===== src/rtl/fba_pkg.sv =====
`default_nettype none
// ----------------------------------------------------------------------------
// fba_pkg: shared definitions for the file block allocator
// Sizes, field widths, result codes and the command and status bundles that
// connect the controller and the datapath.
// ----------------------------------------------------------------------------
package fba_pkg;

    // Disk and directory sizes.
    localparam int BLOCKS  = 32;
    localparam int ENTRIES = 32;

    // Derived widths.
    localparam int BLK_W   = $clog2(BLOCKS);
    localparam int ENT_W   = (ENTRIES > 1) ? $clog2(ENTRIES) : 1;
    localparam int FREE_W  = $clog2(BLOCKS + 1);
    localparam int USED_W  = $clog2(ENTRIES + 1);
    localparam int LIST_AW = ENT_W + BLK_W;

    // Fixed field widths of the request and result words.
    localparam int NAME_W   = 8;
    localparam int CNT_W    = 6;
    localparam int STATUS_W = 3;
    localparam int OUT_W    = 5;

    // Common width for comparing a request size against the free count.
    localparam int CMP_W = (FREE_W > CNT_W) ? FREE_W : CNT_W;

    typedef logic [STATUS_W-1:0] t_status;

    // Result status codes.
    localparam t_status ST_CREATED   = t_status'(0);
    localparam t_status ST_DIR_FULL  = t_status'(1);
    localparam t_status ST_NO_SPACE  = t_status'(2);
    localparam t_status ST_DELETED   = t_status'(3);
    localparam t_status ST_NOT_FOUND = t_status'(4);

    // Request opcode for a delete; the other value is a create.
    localparam logic OP_DELETE = 1'b1;

    // One directory record besides its valid bit.
    typedef struct packed {
        logic [NAME_W-1:0] name;
        logic [CNT_W-1:0]  count;
    } t_dir_entry;

    // Commands from the controller to the datapath.
    typedef struct packed {
        logic    load;
        logic    slot_next;
        logic    alloc_step;
        logic    commit_create;
        logic    name_rd;
        logic    list_rd;
        logic    commit_delete;
        logic    res_load;
        t_status res_status;
    } t_cmd;

    // Status from the datapath to the controller.
    typedef struct packed {
        logic is_delete;
        logic dir_full;
        logic no_space;
        logic slot_free;
        logic slot_last;
        logic alloc_done;
        logic name_match;
        logic list_more;
        logic list_pend;
        logic out_busy;
    } t_sts;

endpackage
`default_nettype wire


===== src/rtl/fba_ctrl.sv =====
`default_nettype none
// ----------------------------------------------------------------------------
// fba_ctrl: allocator controller
// Sequences the slot search, the block allocation walk, the directory
// search and the block release walk, and issues one result per request.
// ----------------------------------------------------------------------------
module fba_ctrl (
    input  wire logic           i_clk,
    input  wire logic           i_rst_n,
    input  wire logic           i_in_valid,
    output logic                o_in_ready,
    input  wire fba_pkg::t_sts  i_sts,
    output fba_pkg::t_cmd       o_cmd
);

    localparam logic [2:0] S_IDLE  = 3'd0;
    localparam logic [2:0] S_CHECK = 3'd1;
    localparam logic [2:0] S_SLOT  = 3'd2;
    localparam logic [2:0] S_ALLOC = 3'd3;
    localparam logic [2:0] S_DCHK  = 3'd4;
    localparam logic [2:0] S_DCMP  = 3'd5;
    localparam logic [2:0] S_DFREE = 3'd6;
    localparam logic [2:0] S_RESP  = 3'd7;

    logic [2:0]        r_state;
    logic [2:0]        n_state;
    fba_pkg::t_status  r_status;
    fba_pkg::t_status  n_status;

    assign o_in_ready = (r_state == S_IDLE);

    // Next state and command decode.
    always_comb begin
        n_state  = r_state;
        n_status = r_status;
        o_cmd    = '0;
        unique case (r_state)
            S_IDLE: begin
                if (i_in_valid) begin
                    o_cmd.load = 1'b1;
                    n_state    = S_CHECK;
                end
            end
            S_CHECK: begin
                if (i_sts.is_delete) begin
                    n_state = S_DCHK;
                end else if (i_sts.dir_full) begin
                    n_status = fba_pkg::ST_DIR_FULL;
                    n_state  = S_RESP;
                end else if (i_sts.no_space) begin
                    n_status = fba_pkg::ST_NO_SPACE;
                    n_state  = S_RESP;
                end else begin
                    n_state = S_SLOT;
                end
            end
            // Walk the slots until a free one turns up; one is known to exist.
            S_SLOT: begin
                if (i_sts.slot_free) begin
                    n_state = S_ALLOC;
                end else begin
                    o_cmd.slot_next = 1'b1;
                end
            end
            // Walk the bitmap, claiming free blocks until the request is met.
            S_ALLOC: begin
                if (i_sts.alloc_done) begin
                    o_cmd.commit_create = 1'b1;
                    n_status            = fba_pkg::ST_CREATED;
                    n_state             = S_RESP;
                end else begin
                    o_cmd.alloc_step = 1'b1;
                end
            end
            // Skip free slots; read the name of a valid one.
            S_DCHK: begin
                if (!i_sts.slot_free) begin
                    o_cmd.name_rd = 1'b1;
                    n_state       = S_DCMP;
                end else if (i_sts.slot_last) begin
                    n_status = fba_pkg::ST_NOT_FOUND;
                    n_state  = S_RESP;
                end else begin
                    o_cmd.slot_next = 1'b1;
                end
            end
            S_DCMP: begin
                if (i_sts.name_match) begin
                    n_state = S_DFREE;
                end else if (i_sts.slot_last) begin
                    n_status = fba_pkg::ST_NOT_FOUND;
                    n_state  = S_RESP;
                end else begin
                    o_cmd.slot_next = 1'b1;
                    n_state         = S_DCHK;
                end
            end
            // Stream the block list out and wait for the last read to land.
            S_DFREE: begin
                if (i_sts.list_more) begin
                    o_cmd.list_rd = 1'b1;
                end else if (!i_sts.list_pend) begin
                    o_cmd.commit_delete = 1'b1;
                    n_status            = fba_pkg::ST_DELETED;
                    n_state             = S_RESP;
                end
            end
            S_RESP: begin
                if (!i_sts.out_busy) begin
                    o_cmd.res_load   = 1'b1;
                    o_cmd.res_status = r_status;
                    n_state          = S_IDLE;
                end
            end
            default: begin
                n_state = S_IDLE;
            end
        endcase
    end

    // State register.
    always_ff @(posedge i_clk) begin
        if (!i_rst_n) begin
            r_state  <= S_IDLE;
            r_status <= fba_pkg::ST_CREATED;
        end else begin
            r_state  <= n_state;
            r_status <= n_status;
        end
    end

endmodule
`default_nettype wire


===== config.mk =====
export PLATFORM = sky130hd
export DESIGN_NAME = fba_ctrl
export DESIGN_NICKNAME = d
export VERILOG_FILES = /design/src/rtl/fba_pkg.sv /design/src/rtl/fba_ctrl.sv
export SDC_FILE = /design/constraint.sdc
export NUM_CORES = 1
export LEC_CHECK = 0
export ABC_AREA = 0
export BUFFER_PORTS_ARGS = -buffer_cell sky130_fd_sc_hd__buf_2
export CAP_MARGIN = 20
export CORE_AREA = 10 10 48 50
export CTS_BUF_LIST = sky130_fd_sc_hd__clkbuf_8
export DETAILED_ROUTE_END_ITERATION = 6
export DIE_AREA = 0 0 58 60
export PLACE_DENSITY_LB_ADDON = 0.08
export SYNTH_ARGS = -nofsm -noshare
export SYNTH_HDL_FRONTEND = slang
export SYNTH_SLANG_ARGS = --single-unit

===== constraint.sdc =====
create_clock -name i_clk -period 1.8 [get_ports i_clk]
set_input_delay 0.09 -clock i_clk [delete_from_list [all_inputs] [get_ports i_clk]]
set_output_delay 0.09 -clock i_clk [all_outputs]
set_load 0.02 [all_outputs]

==> summary.md, run 1 <==
| Metric | Value |
|---|---|
| Crit end category | `output pin` |
| Antenna-violating nets left | `0` |
| Vias per cell | `5.65` |
| DR DRC count | `0` |
| TritonCTS Buffers | `3` |
| Final hold vios | `0` |
| Post-Syn Instances | `80` |
| Setup Skew | `~0.0031 ns` |
| GR Overflow Total | `0` |
| CP Max Fanout | `11` |
| Design Area, Final | `around 800 µm²` |
| Seq/Total Area, Yosys | `0.196` |
| CTS max path bufs | `2` |
| Fin util | `0.559` |
| P per Cell Area | `1370 nW/µm²` |
| Clock slew at reported path FFs | `0.04 ns` |
| Mean Syn Cell Area | `7.65 µm²` |
| Row count | `14` |
| Cell Area, Synth | `612 µm²` |
| Worst Setup SP | `r_state[1]` |
| Tcrit/Tclk final | `0.962` |
| Hold slack | `between 0.15 and 0.2 ns` |
| WS Path Type | `flop to output pin` |
| Worst Path Arrival | `around 1.6 ns` |
| Port buffer count | `24` |
| Final worst slack | `0.0683 ns` |
| Worst slew pin tran | `roughly 0.47 ns` |
| CTS tree | `yes` |
| R2R setup slack | `0.14 ns` |
| Initial antenna violation count | `0` |
| Final Max Slew Viols | `0` |
| Fmax | `577 MHz` |
| Post-DP HPWL | `~1400 µm` |
| Total number of H-tree levels | `1` |
| Crit path required time | `1.71 ns` |
| Die height | `roughly 60 µm` |
| Final Critical Period | `approximately 1.7 ns` |
| Static leakage | `roughly 0.37 nW` |
| Critical path launch point type | `flop` |
| Total GRT Usage | `0.102` |
| Post-CTS setup buffers | `0` |
| I/O Pins | `25` |
| Outcome | `completed` |
| Setup Viol. Count Final | `0` |
| FF+latch count, synth | `6` |
| Worst slack at placement | `0.184 ns` |
| Max rail drop VDD | `0.605 mV` |
| Total core area | `1440 µm²` |
| Unrepaired setup endpoints after global routing | `no` |
| Ant. Diodes | `0` |
| Nets | `122` |
| RR Startpoint | `r_state[1]` |
| Setup TNS | `0 ns` |
| Worst slew margin | `0.686` |
| RR Endpoint | `r_state[2]` |
| Cell accounting for the most synthesized area | `dfxtp_1` |
| Placed Area | `761 µm²` |
| Worst-Skew Late Latency | `0.22 ns` |
| P&R area growth vs syn | `31.3%` |
| HP Class | `primary input to flop` |
| Predominant post-synthesis flop cell | `dfxtp_1` |
| RePlAce Congestion | `0.855` |
| Clock root cell | `clkbuf_8` |
| Clock Sinks | `6` |
| Synth cell types | `40` |
| Die Wd | `approximately 58 µm` |
| Worst setup endpoint | `o_cmd[9]` |
| Post-synth EDFFs | `0` |
| FFs w/ async S/R, synth | `0` |
| Max-cap violations | `0` |
| Starting density of the core | `0.426` |
| DR iter-0 viols | `13` |
| Wirelength per Cell | `14.5 µm` |
| Largest net degree at the start of global routing | `13` |
| Cell count of the worst reg-to-reg path | `4` |
| Final wirelength | `roughly 1800 µm` |
| Top cells by area, synth | `dfxtp_1, nand2_1, mux2i_1` |
| Vias in the first global route | `647` |
| Net Count, Synth | `93` |
| Yosys warnings | `0` |
| Full die area | `3480 µm²` |
| Yosys top cell area share | `0.196` |
| First-pass GRT wire length | `2860 µm` |
| First-pass DRT Iterations | `4` |
| Fraction of layout cells with a size suffix above 1 | `0.364` |
| Via count | `695` |
-- worst max-delay path: stages (launching register included) --
cell and delay, ns:
dfxtp_1 0.54, inv_1 0.10, or4_1 0.51, o31ai_1 0.08
buf_2 0.20
-- final cells by class --
class                   instances  area, µm²
fillers                       168        633
multi-input cells              63        433
repair buffers                 31        173
flip-flops and latches          6        121
clock buffers                   3       41.3
well taps                      16       20.0
inverters                       4       15.0
-- what timing repair did --
item / in CTS / in global routing
endpoints found under the setup margin: 0 / 3
hold buffers: 0 / 0
gates resized for setup: 0 / 1
-- where the power goes --
part,internal (mW),switching (mW),total (mW)
registers,0.180,0.0659,0.246
clock network,0.144,0.0560,0.199
logic,0.297,0.358,0.655
-- per-stage QoR --
stage | total power [mW] | std cells
floorplan | 0.716 | 80
global placement | 0.895 | 120
detailed placement | 0.895 | 120
CTS | 1.10 | 123
global route | 1.18 | 123
finish | 1.10 | 123
-- registers in the layout, summed over array words and instances, names as in the netlist --
register,flops
r_state,3
r_status,3
-- cell usage after synthesis (all sizes together), types with 2 or more instances --
| library cell | count |
|---|---|
| dfxtp | 6 |
| o2111ai | 2 |
| nor4 | 2 |
| o21a | 2 |
| inv | 4 |
| and2 | 4 |
| nand2 | 10 |
| nand3 | 2 |
| nor2 | 4 |
| clkbuf | 2 |
| nor3b | 2 |
| a21oi | 3 |
| o21ai | 3 |
| buf | 5 |
| mux2i | 3 |
| nand2b | 3 |
| o31a | 2 |
| o31ai | 2 |
| nor3 | 3 |
-- cell families (layout without fill, tap and decap cells) --
family                 count (synthesis)  in the layout  share of synthesized area
AND/OR/NAND/NOR                       36             36                      0.344
AO/OA/AOI/OAI                         24             24                      0.315
multiplexers                           3              3                     0.0491
buffers and inverters                 11             38                     0.0961
flip-flops                             6              6                      0.196
-- metal layers --
metal / global-route usage / vias to the layer above / part of all wire / routed length, µm
met5: 0 / - / 0 / 0
met4: 0.0705 / 0 / 0.018 / 32
met3: 0.0339 / 4 / 0.091 / 162
met2: 0.156 / 20 / 0.45 / 797
met1: 0.117 / 315 / 0.44 / 787
li1: - / 356 / - / -
-- worst min path at each step --
stage                   from          to  slack (ns)  depth (start not counted)
floorplan           i_sts[4]    o_cmd[8]        0.26                          1
global placement     i_rst_n  r_state[2]        0.41                          3
detailed placement   i_rst_n  r_state[2]        0.41                          3
CTS                  i_rst_n  r_state[2]        0.18                          3
global route         i_rst_n  r_state[1]        0.21                          2
finish               i_rst_n  r_state[2]        0.18                          3
-- placed cells by master, fill, tap and decap left out, types with 2 or more instances in the layout --
| cell | n |
|---|---|
| buf_2 | 24 |
| a21oi_1 | 3 |
| clkbuf_8 | 3 |
| o21a_1 | 2 |
| nor3_1 | 3 |
| o21ai_0 | 2 |
| and2_1 | 4 |
| nand3_1 | 2 |
| mux2i_1 | 3 |
| inv_1 | 4 |
| nor2_1 | 4 |
| nor4_1 | 2 |
| dfxtp_1 | 5 |
| nand2_1 | 10 |
| nand2b_1 | 2 |
| buf_4 | 7 |
| o31ai_1 | 2 |
| o31a_1 | 2 |
| o2111ai_1 | 2 |
Note: power is estimated with default switching activity, not from simulation.
==> run 2, diff against run 1 <==
--- a/config.mk
+++ b/config.mk
@@ -5,13 +5,14 @@
 export SDC_FILE = /design/constraint.sdc
 export NUM_CORES = 1
 export LEC_CHECK = 0
-export ABC_AREA = 0
+export ABC_AREA = 1
+export ABC_CLOCK_PERIOD_IN_PS = 1800
 export BUFFER_PORTS_ARGS = -buffer_cell sky130_fd_sc_hd__buf_2
 export CAP_MARGIN = 20
-export CORE_AREA = 10 10 48 50
+export CORE_AREA = 10 10 49 51
 export CTS_BUF_LIST = sky130_fd_sc_hd__clkbuf_8
 export DETAILED_ROUTE_END_ITERATION = 6
-export DIE_AREA = 0 0 58 60
+export DIE_AREA = 0 0 59 61
 export PLACE_DENSITY_LB_ADDON = 0.08
 export SYNTH_ARGS = -nofsm -noshare
 export SYNTH_HDL_FRONTEND = slang
==> run 2 against run 1 <==
  * Clock-buffer cell count unchanged
  * Die area increased by 3.4%
  * Clock skew fell by 0.0023 ns
  * Register-to-register slack better by 0.20 ns
  * First-iteration DRC count grew 77%
  * Sequential cell count unchanged
  * Critical path depth up 2
  * Worst setup slack better by 0.15 ns
==> summary.md, run 2 <==
| Metric | Value |
|---|---|
| P per Cell Area | `1470 nW/µm²` |
| HP Class | `primary input to flop` |
| DR DRC count | `0` |
| Nets | `152` |
| Setup Viol. Count Final | `0` |
| Total GRT Usage | `0.0979` |
| Leading cell types in the layout, fill and taps excluded | `nand2_1, buf_2, nor2_1` |
| Outcome | `completed` |
| Wirelength per Cell | `11.7 µm` |
| Fmax | `634 MHz` |
| Final hold vios | `0` |
| Starting density of the core | `0.436` |
| Cell count of the worst reg-to-reg path | `9` |
| Die height | `61 µm` |
| Final Max Slew Viols | `0` |
| GR Overflow Total | `0` |
| Top cells by area, synth | `dfxtp_1, nand2_1, nor2_1` |
| Final wirelength | `1780 µm` |
| Final Critical Period | `1.58 ns` |
| Tcrit/Tclk final | `0.877` |
| Ant. Diodes | `0` |
| Unrepaired setup endpoints after global routing | `no` |
| RePlAce Congestion | `0.868` |
| Dpl cells | `150` |
| Static leakage | `just under 0.5 nW` |
| Largest regs | `r_state (3), r_status (3)` |
| Via count | `744` |
| P&R area growth vs syn | `25.3%` |
| First-pass GRT wire length | `2950 µm` |
| WS Path Type | `flop to output pin` |
| Worst slew margin | `0.745` |
| Mean Syn Cell Area | `around 5.7 µm²` |
| Worst slack at placement | `around 0.36 ns` |
| Antenna-violating nets left | `0` |
| Port buffer count | `24` |
| CP Max Fanout | `6` |
| Initial antenna violation count | `0` |
| Max-cap violations | `0` |
| Clock Sinks | `6` |
| Seq/Total Area, Yosys | `0.187` |
| Largest net degree at the start of global routing | `10` |
| Max rail drop VDD | `0.746 mV` |
| Cell with the most instances after synthesis | `nand2_1` |
| Die Wd | `59 µm` |
| Cell accounting for the most synthesized area | `dfxtp_1` |
| Worst Path Arrival | `1.49 ns` |
| Filler Cells Inserted | `between 150 and 200` |
| Cell Area, Synth | `642 µm²` |
| Post-CTS setup buffers | `0` |
| Yosys top cell area share | `0.187` |
| Row count | `14` |
| FFs w/ async S/R, synth | `0` |
| Commonest non-fill, non-tap cell in the layout | `nand2_1` |
| Clock slew at reported path FFs | `0.04 ns` |
| Multi-input gate area | `425 µm²` |
| Critical path launch point type | `flop` |
| Vias per cell | `approximately 4.9` |
| TritonCTS Buffers | `3` |
| Setup TNS | `0 ns` |
| Total number of H-tree levels | `1` |
| FF+latch count, synth | `6` |
| Crit end category | `output pin` |
| Synth cell types | `22` |
| Post-DP HPWL | `about 1500 µm` |
| Yosys warnings | `0` |
| Fraction of layout cells with a size suffix above 1 | `0.328` |
| CTS tree | `yes` |
| Predominant post-synthesis flop cell | `dfxtp_1` |
| Worst slew pin tran | `approximately 0.38 ns` |
| Fin util | `0.547` |
| I/O Pins | `25` |
| Non-Filler Instances | `153` |
| Final worst slack | `0.222 ns` |
| CTS max path bufs | `2` |
| Total core area | `1470 µm²` |
| Net Count, Synth | `125` |
| Crit path required time | `1.71 ns` |
| Hold_buf cts | `0` |
| Full die area | `3600 µm²` |
| Post-Syn Instances | `112` |
| DR iter-0 viols | `23` |
| Commonest cells post-synth | `nand2_1, nor2_1, inv_1` |
| Clock root cell | `clkbuf_8` |
| Hold depth | `3` |
| Vias in the first global route | `a little under 700` |
| PostCTS Resize Cnt | `0` |
| Post-synth EDFFs | `0` |
| First-pass DRT Iterations | `4` |
| Setup Skew | `0.000863 ns` |
| Worst-Skew Late Latency | `0.22 ns` |
| Register area | `120 µm²` |
==> run 2: cell families (layout without fill, tap and decap cells) <==
logic type,Yosys count,after routing,share of synthesized area
buf+inv,21,46,0.150
flops,6,6,0.187
compound gates,10,10,0.0877
simple gates,75,75,0.575
==> run 2: worst max-delay path, stage by stage, from the launching register on <==
cell     delay, ns
dfxtp_1       0.43
buf_4         0.19
nor2_1        0.06
nand4_1       0.09
nand2_1       0.12
a31o_2        0.23
buf_2         0.15
==> run 2: worst paths after layout <==
check	slack [ns]	end	startpoint
max reg2reg	0.34	r_status[0]	r_state[0]
max	0.22	o_cmd[9]	r_state[1]
min reg2reg	0.49	r_status[1]	r_status[1]
min	0.15	r_state[1]	i_rst_n
==> run 2: per-stage QoR <==
stage                     area [µm²]  power, mW  hold slack [ns]
after floorplan                  642      0.860            0.210
after global placement           763      0.986            0.379
after detailed placement         763      0.990            0.377
after CTS                        805       1.19            0.149
after global routing             805       1.31            0.162
final                            805       1.18            0.154
==> run 2: metal layers <==
| metal | wire, µm | up-vias | share of wire | global-route usage |
|---|---|---|---|---|
| li1 | - | 404 | - | - |
| met1 | 819 | 311 | 0.46 | 0.127 |
| met2 | 772 | 27 | 0.43 | 0.155 |
| met3 | 175 | 2 | 0.098 | 0.0334 |
| met4 | 17 | 0 | 0.0095 | 0.0164 |
| met5 | 0 | - | 0 | 0 |
==> run 2: cell type report <==
| cell class | count | share of cell area |
|---|---|---|
| Multi-Input combinational cell | 85 | 0.529 |
| Timing Repair Buffer | 25 | 0.159 |
| Sequential cell | 6 | 0.149 |
| Inverter | 18 | 0.0871 |
| Clock buffer | 3 | 0.0513 |
| Tap cell | 16 | 0.0249 |
==> run 2: report_power, final <==
part           leakage [nW]  internal, mW  total [mW]  switching, mW
registers            0.0497         0.184       0.264         0.0803
clock network        0.0216         0.143       0.197         0.0534
logic                 0.416         0.261       0.721          0.460
total                 0.488         0.588        1.18          0.593
==> run 3, diff against run 2 <==
--- a/config.mk
+++ b/config.mk
@@ -6,7 +6,7 @@
 export NUM_CORES = 1
 export LEC_CHECK = 0
 export ABC_AREA = 1
-export ABC_CLOCK_PERIOD_IN_PS = 1800
+export ABC_CLOCK_PERIOD_IN_PS = 1500
 export BUFFER_PORTS_ARGS = -buffer_cell sky130_fd_sc_hd__buf_2
 export CAP_MARGIN = 20
 export CORE_AREA = 10 10 49 51
==> constraint.sdc (replaced) <==
create_clock -name i_clk -period 1.5 [get_ports i_clk]
set_input_delay 0.075 -clock i_clk [delete_from_list [all_inputs] [get_ports i_clk]]
set_output_delay 0.075 -clock i_clk [all_outputs]
set_load 0.02 [all_outputs]
==> run 3 against run 2 <==
  * Critical path depth is the same
  * Sequential share of layout area decreased by 0.19 points
  * Combinational power up 30%
  * Worst hold slack got worse by 0.028 ns
  * Sequential cell count unchanged
  * Sequential power grew 12%
  * Worst setup slack worse by 0.12 ns
  * First-iteration DRC count shrank 4.3%
  * Wire length is 1.1% higher
  * Critical path type unchanged
  * Highest routed layer unchanged
==> summary.md, run 3 (synthesis results as in run 2) <==
| Metric | Value |
|---|---|
| Vias in the first global route | `between 700 and 800` |
| Via count | `roughly 780` |
| Post-CTS setup buffers | `0` |
| Post-DP HPWL | `1540 µm` |
| Clk network pwr share | `0.163` |
| Initial antenna violation count | `0` |
| Die Wd | `59 µm` |
| Nets | `155` |
| Internal cell power | `~0.74 mW` |
| Total number of H-tree levels | `1` |
| Largest net degree at the start of global routing | `9` |
| Final Max Slew Viols | `0` |
| Static leakage | `approximately 0.5 nW` |
| Final worst slack | `0.106 ns` |
| Crit path required time | `1.42 ns` |
| Cell count of the worst reg-to-reg path | `9` |
| Ant. Diodes | `0` |
| CTS max path bufs | `2` |
| Fmax | `717 MHz` |
| Total power | `1.47 mW` |
| Max rail drop VDD | `~0.83 mV` |
| WS Path Type | `flop to output pin` |
| Outcome | `completed` |
| Worst-Skew Late Latency | `0.22 ns` |
| P&R area growth vs syn | `29.6%` |
| Max-cap violations | `0` |
| Die height | `just over 60 µm` |
| Clock slew at reported path FFs | `~0.030 ns` |
| DR DRC count | `0` |
| P per Cell Area | `1770 nW/µm²` |
| Worst slew margin | `0.829` |
| First-pass DRT Iterations | `4` |
| DR iter-0 viols | `22` |
| Fin util | `0.565` |
| Wirelength per Cell | `11.6 µm` |
| Clock Sinks | `6` |
| Final hold vios | `0` |
| Fraction of layout cells with a size suffix above 1 | `0.364` |
| RR Endpoint | `r_status[2]` |
| Final wirelength | `1800 µm` |
| Port buffer count | `24` |
| Worst slack at placement | `a little under 0.09 ns` |
| Worst Path Arrival | `1.32 ns` |
| Tcrit/Tclk final | `0.929` |
| Worst slew pin tran | `0.254 ns` |
| CP Max Fanout | `6` |
| Clock root cell | `clkbuf_8` |
| HP Class | `primary input to flop` |
| R2R setup slack | `approximately 0.18 ns` |
| Total GRT Usage | `0.101` |
| RR Startpoint | `r_state[1]` |
| I/O Pins | `25` |
| Hold-critical path endpoint | `r_state[0]` |
| Vias per cell | `between 5 and 6` |
| Row count | `14` |
| Net Sw Frac | `0.495` |
| Final Critical Period | `1.39 ns` |
| Design Area, Final | `832 µm²` |
| TritonCTS Buffers | `3` |
| RePlAce Congestion | `0.835` |
| Setup Viol. Count Final | `0` |
| P_sw | `0.728 mW` |
| Hold_buf cts | `0` |
| Setup TNS | `0 ns` |
| Placed Area | `786 µm²` |
| Seq pwr share | `0.201` |
| Antenna-violating nets left | `0` |
| Gate power share | `0.636` |
| Critical path launch point type | `flop` |
| GR Overflow Total | `0` |
| Starting density of the core | `0.436` |
| Hold_sp | `i_rst_n` |
| Hold depth | `3` |
| Total core area | `1470 µm²` |
| CTS tree | `yes` |
| Crit end category | `output pin` |
| Setup Skew | `~0.00011 ns` |
| First-pass GRT wire length | `2970 µm` |
| Commonest non-fill, non-tap cell in the layout | `nand2_1` |
| Largest regs | `r_state (3), r_status (3)` |
| Leading cell types in the layout, fill and taps excluded | `nand2_1, buf_2, nor2_1` |
| Full die area | `3600 µm²` |
==> run 3: cell types whose count changed in the layout (fill, tap and decap cells not counted), sizes merged <==
cell and delta:
buf +3
==> run 3: worst max-delay path by stage <==
stage / endpoint / cells past startpoint / startpoint / slack (ns)
5_1_grt: o_cmd[9] / 6 / r_state[0] / -0.002
3_5_place_dp: r_status[2] / 7 / r_state[2] / 0.09
4_1_cts: o_cmd[9] / 5 / r_state[2] / 0.02
2_1_floorplan: r_status[0] / 10 / r_state[0] / 0.31
6_report: o_cmd[9] / 6 / r_state[0] / 0.11
3_3_place_gp: r_status[2] / 7 / r_state[2] / 0.11
==> run 3: layer usage <==
layer  global-route usage  part of all wire  vias up
li1                     -                 -      411
met1                0.116              0.41      334
met2                0.164              0.46       36
met3               0.0438              0.12        2
met4               0.0328            0.0072        0
met5                    0                 0        -
==> run 3: worst max-delay path, cell delays in order (launching register included) <==
cell,delay [ns]
dfxtp_2,0.38
buf_4,0.15
nor2_1,0.05
nand4_1,0.08
nand2_2,0.08
a31o_2,0.21
buf_2,0.15
==> run 3: final cells by class <==
cell class / count / area [µm²]
Tap cell: 16 / 20.0
Multi-Input combinational cell: 85 / 428
Timing Repair Buffer: 28 / 150
Fill cell: 163 / 639
Clock buffer: 3 / 41.3
Inverter: 18 / 70.1
Sequential cell: 6 / 123
==> run 3: what timing repair did <==
item,in CTS,in global routing
gates resized for setup,1,2
setup endpoints to repair,1,5
pin swaps,0,0
==> run 3: power groups by stage <==
stage               sequential [mW]  clock [mW]  combinational (mW)
finish                        0.296       0.240               0.936
global route                  0.301       0.256                1.08
CTS                           0.292       0.247               0.937
detailed placement            0.291           0               0.933
global placement              0.291           0               0.922
floorplan                     0.241           0               0.792
==> run 3: metrics by stage <==
step,std cells,hold WS [ns]
after floorplan,112,0.195
after global placement,153,0.360
after detailed placement,153,0.363
after CTS,156,0.122
after global routing,156,0.147
final,156,0.125
